--- src/hdl/tkf_pkg.sv ---
`timescale 1ns / 1ps
// Shared types, widths, register codes and the saturation helper.
// Used by tkf_mac, tkf_div and tilt_kalman_filter; no dependencies.
package tkf_pkg;

   // Fixed-point formats
   localparam int WORD_W        = 32;
   localparam int DT_FRAC_BITS  = 16;
   localparam int COV_FRAC_BITS = 24;

   // Item and register field widths
   localparam int ACCEL_W     = 25;
   localparam int GYRO_W      = 28;
   localparam int DT_W        = 16;
   localparam int CFG_W       = 25;
   localparam int REQ_TDATA_W = 72;
   localparam int CSR_INDEX_W = 4;

   // Datapath widths
   localparam int RATE_W  = 33;
   localparam int X_W     = 34;
   localparam int MAC_A_W = 34;
   localparam int MAC_B_W = 32;
   localparam int PROD_W  = MAC_A_W + MAC_B_W;
   localparam int RND_W   = 42;
   localparam int SAT_W   = RND_W + 1;

   // Divider
   localparam int DIV_STEPS = 32;
   localparam int DIV_CNT_W = $clog2(DIV_STEPS);

   // Register indexes on the csr port
   localparam logic [CSR_INDEX_W-1:0] CSR_INITIAL_ANGLE = CSR_INDEX_W'(0);
   localparam logic [CSR_INDEX_W-1:0] CSR_ANGLE_NOISE   = CSR_INDEX_W'(1);
   localparam logic [CSR_INDEX_W-1:0] CSR_BIAS_NOISE    = CSR_INDEX_W'(2);
   localparam logic [CSR_INDEX_W-1:0] CSR_MEASURE_NOISE = CSR_INDEX_W'(3);

   // Reset values
   localparam logic signed [CFG_W-1:0] INIT_ANGLE_RESET = '0;
   localparam logic [CFG_W-1:0]        APN_RESET        = CFG_W'(16777);
   localparam logic [CFG_W-1:0]        BPN_RESET        = CFG_W'(50332);
   localparam logic [CFG_W-1:0]        MN_RESET         = CFG_W'(503316);
   localparam logic signed [WORD_W-1:0] COV_ONE = WORD_W'(1) << COV_FRAC_BITS;

   localparam logic signed [SAT_W-1:0] SAT_HI = (SAT_W'(1) << (WORD_W - 1)) - SAT_W'(1);
   localparam logic signed [SAT_W-1:0] SAT_LO = -(SAT_W'(1) << (WORD_W - 1));

   typedef enum logic [4:0] {
      ST_IDLE, ST_ANG, ST_T, ST_BB, ST_X, ST_AA, ST_AAW, ST_S, ST_DIV,
      ST_K0, ST_K1, ST_CBB, ST_CBA, ST_CAB, ST_CAA, ST_FIN, ST_OUT
   } tkf_state_type;

   typedef enum logic [1:0] {
      DV_IDLE, DV_RUN, DV_DONE
   } div_state_type;

   // Multiply-accumulate control: load captures a product; the flags ride along
   typedef struct packed {
      logic load;
      logic frac_cov;   // rescale by COV_FRAC_BITS, else by DT_FRAC_BITS
      logic subtract;   // base minus product, else base plus product
   } mac_ctl_type;

   typedef struct packed {
      logic                     done;
      logic signed [WORD_W-1:0] k0;
      logic signed [WORD_W-1:0] k1;
   } gain_type;

   function automatic logic signed [WORD_W-1:0] sat32(input logic signed [SAT_W-1:0] v);
      logic signed [WORD_W-1:0] r;
      if (v > SAT_HI) begin
         r = SAT_HI[WORD_W-1:0];
      end else if (v < SAT_LO) begin
         r = SAT_LO[WORD_W-1:0];
      end else begin
         r = v[WORD_W-1:0];
      end
      return r;
   endfunction

endpackage

--- src/hdl/tkf_mac.sv ---
`timescale 1ns / 1ps
// Shared multiply unit: registered product, round-half-up rescale,
// add or subtract onto a base word with saturation. Uses tkf_pkg.
module tkf_mac
   import tkf_pkg::*;
(
   input  logic                      clock,
   input  mac_ctl_type               ctl,
   input  logic signed [MAC_A_W-1:0] op_a,
   input  logic signed [MAC_B_W-1:0] op_b,
   input  logic signed [WORD_W-1:0]  base,
   output logic signed [RND_W-1:0]   rnd,
   output logic signed [WORD_W-1:0]  acc
);

   localparam logic signed [PROD_W-1:0] HALF_DT  = PROD_W'(1) << (DT_FRAC_BITS - 1);
   localparam logic signed [PROD_W-1:0] HALF_COV = PROD_W'(1) << (COV_FRAC_BITS - 1);

   logic signed [PROD_W-1:0] prod_ff, prod_in;
   logic                     frac_cov_ff;
   logic                     sub_ff;
   logic signed [PROD_W-1:0] sh_dt, sh_cov;
   logic signed [SAT_W-1:0]  acc_w;

   assign prod_in = op_a * op_b;

   always_ff @(posedge clock) begin
      if (ctl.load) begin
         prod_ff     <= prod_in;
         frac_cov_ff <= ctl.frac_cov;
         sub_ff      <= ctl.subtract;
      end
   end

   // floor((p + half) / 2^n)
   assign sh_dt  = (prod_ff + HALF_DT) >>> DT_FRAC_BITS;
   assign sh_cov = (prod_ff + HALF_COV) >>> COV_FRAC_BITS;
   assign rnd    = frac_cov_ff ? sh_cov[RND_W-1:0] : sh_dt[RND_W-1:0];

   assign acc_w = sub_ff ? (SAT_W'(base) - SAT_W'(rnd)) : (SAT_W'(base) + SAT_W'(rnd));
   assign acc   = sat32(acc_w);

endmodule

--- config.mk ---
export PLATFORM = sky130hd
export DESIGN_NAME = tkf_mac
export DESIGN_NICKNAME = d
export VERILOG_FILES = /design/src/hdl/tkf_pkg.sv /design/src/hdl/tkf_mac.sv
export SDC_FILE = /design/constraint.sdc
export NUM_CORES = 2
export LEC_CHECK = 0
export BUFFER_PORTS_ARGS = -buffer_cell sky130_fd_sc_hd__buf_2
export CAP_MARGIN = 30
export CELL_PAD_IN_SITES_DETAIL_PLACEMENT = 1
export CELL_PAD_IN_SITES_GLOBAL_PLACEMENT = 1
export CORE_MARGIN = 2
export CORE_UTILIZATION = 50
export CTS_BUF_LIST = sky130_fd_sc_hd__clkbuf_8
export DETAILED_ROUTE_END_ITERATION = 10
export GPL_TIMING_DRIVEN = 0
export PLACE_DENSITY_LB_ADDON = 0.1
export SLEW_MARGIN = 40
export SYNTH_ARGS = -nofsm -noshare
export SYNTH_HDL_FRONTEND = slang
export SYNTH_SLANG_ARGS = --single-unit
export TNS_END_PERCENT = 30
--- constraint.sdc ---
create_clock -name clock -period 12.5 [get_ports clock]
set_clock_uncertainty 0.2 [all_clocks]
set_input_delay 1.25 -clock clock [delete_from_list [all_inputs] [get_ports clock]]
set_output_delay 1.25 -clock clock [all_outputs]
set_load 0.02 [all_outputs]
==> flow_summary.yaml <==
run_status:
  run_status: "complete, no violations"
final_layout:
  area_growth_pct: 5.77
  drive_above_1_share_pct: 6.77
  layout.nets: 6480
logic_synthesis:
  async_flop_share_pct: 0
  synth.cell_area_sq_um: 44700
  synth_top_cells_by_count: "fa_1, inv_1, nand2_1"
  synth_top_cell_by_area: "fa_1"
  ys_ff_latch: 53
  syn-instance-count: 4831
  synthDistinctLibCells: 93
  yosys_most_used_dff: "edfxtp_1"
  syn_nets: 6303
  seq_area_frac_synth_pct: 3.56
  netlist.area_leader.share_pct: 51.1
  post-synth-top-count-cell: "fa_1"
  number_of_synthesized_flops_with_an_enable_pin: 53
  syn_area_per_cell_sq_um: 9.26
  synth_area_leaders: "fa_1, inv_1, and2_1"
  synth.yosys.warnings: 0
worst_setup_path:
  timing.setup.critical_path_class: "reg2out"
  cp-end-kind: "output pin"
  cp_data_required_time_ns: 11.05
  critPathLaunchType: "flop"
  crit_path_max_fanout: 10
  crit_path_top_delay_cell: "a2111oi_1"
  critPathArrivalTime_ns: 10.44
  max_stage_delay_ns: 0.69
timing:
  setup_tns_ns: 0
  number_of_max_slew_violations_in_the_final_report: 0
  hold_viol: 0
  fmaxAchievable_ghz: 0.0841
  layout_worst_path_cycle_share_pct: 95.1
  max_slew.worst_pin.slew_ns: 0.993
  finalCriticalPeriod_ns: 11.89
  grt_setup_unrepaired: "no"
  setup_viol: 0
  relSlewSlack_pct: 33.8
route:
  drt_first_pass_iters: 5
  drt-vias-per-instance: 5.88
  wl_per_cell_um: 28.5
  drc: 0
  num_vias: 36338
  antenna_violating_nets_post_route: 0
  drt_wl_total_mm: 176
  detailedRoute.firstIterationViolations: 2952
place:
  dp_hpwl_mm: 151
  port_buffers: 167
  place.gp.congestion: 1.03
clocking:
  cts_resized: 0
  clk_pin_slew_ns: 0.11
  sinks_on_clock_net: 53
  cts_buf_count: 5
  cts_max_path_buffers: 2
  clockRootBuffer: "clkbuf_8"
  cts_hold_buffers: 0
  cts_htree_levels: 2
  postCtsSetupRepairBufs: 0
  cts_tree: "done"
global_route:
  grt_antenna_before_repair: 22
  grt_pass1_wl_mm: 261
  grt_max_degree: 54
  grt_usage_pct: 39.7
  globalRoute.totalOverflow: 0
  vias_in_the_first_global_route: 39950
hold_path:
  hold_path_depth: 1
  hold_class: "in2reg"
  hold_start: "ctl[0]"
  hold_path_end: "sub_ff"
die:
  core-area_sq_um: 88500
  die_area_sq_um: 91900
  initial_utilization_pct: 50.5
  io-pin-count: 176
  die_y_um: 303
  rows: 109
  die_width_um: 303
run:
  maxCapViolations: 0
==> layer usage <==
layer	wire [um]	part of all wire [%]	global-route usage [%]	vias up
met5	13	0.0074	0	-
li1	-	-	-	14837
met1	67100	38	51.2	19283
met2	80200	45	63.2	1679
met4	13100	7.4	22.8	2
met3	15900	9.0	7.00	537
==> worst max path at each step <==
stage	from	end	slack, ns	depth (start not counted)
after CTS	frac_cov_ff	acc[11]	0.75	32
after global routing	frac_cov_ff	acc[11]	0.07	32
after detailed placement	op_b[5]	prod_ff[65]	0.77	28
after floorplan	op_a[33]	prod_ff[65]	3.21	27
final	frac_cov_ff	acc[11]	0.61	32
after global placement	op_b[3]	prod_ff[65]	0.91	27
==> logic make-up (layout without fill, tap and decap cells) <==
family	count (synthesis)	after routing	synth area share, %
adder cells (fa/ha/maj)	1370	1370	57.5
AO/OA/AOI/OAI	405	405	6.30
other	0	8	0
XOR/XNOR	170	170	3.33
flip-flops	53	53	3.56
buffers and inverters	1276	1454	10.9
multiplexers	49	49	1.12
AND/OR/NAND/NOR	1508	1508	17.3
==> flip-flops by register name (all words and copies together) (netlist names) <==
name,cells
prod_ff,51
sub_ff,1
frac_cov_ff,1
==> metrics by stage <==
step	util, %	hold WS (ns)	instance area (sq um)	instances	worst slack, ns
after floorplan	-	1.15	44700	4831	3.21
after global placement	53.1	1.23	47000	6163	0.911
after detailed placement	53.3	1.23	47100	6164	0.774
after CTS	53.4	0.848	47300	6172	0.755
after global routing	53.4	0.844	47300	6175	0.0697
final	53.5	0.860	47300	6182	0.608
==> layout make-up <==
cell class                      instances  area (sq um)
Clock inverter                          3          45.0
Multi-Input combinational cell       3502         38300
Sequential cell                        53          1590
Inverter                             1022          3840
Antenna cell                            8          20.0
Buffer                                254          1150
Fill cell                           10401         41200
Tap cell                             1165          1460
Clock buffer                            5          68.8
Timing Repair Buffer                  170           861
==> critical path: cells and delay by family (launching register included) <==
kind                       cells  cell delay [ns]
and+or+nand+nor               11             2.75
buffers and inverters          9             2.68
AOI/OAI and AO/OA              6             2.55
adders and majority gates      2             0.72
xor gates and xnor gates       3             0.67
DFF                            1             0.41
muxes                          1             0.29
==> cell usage in the layout, fill, tap and decap left out, types with 50 or more instances in the layout <==
master    count
buf_2       177
fa_1       1141
clkbuf_1    138
a21o_1       75
inv_1      1022
o21ai_0      64
nand2_1     600
xor2_1       50
and2_1      559
ha_1        228
clkbuf_2     91
edfxtp_1     53
xnor2_1     120
nor2_1      116
a21oi_1     101
Power is not shown: default switching activity piles up to over one toggle a cycle in this logic, so the estimate is an artifact.
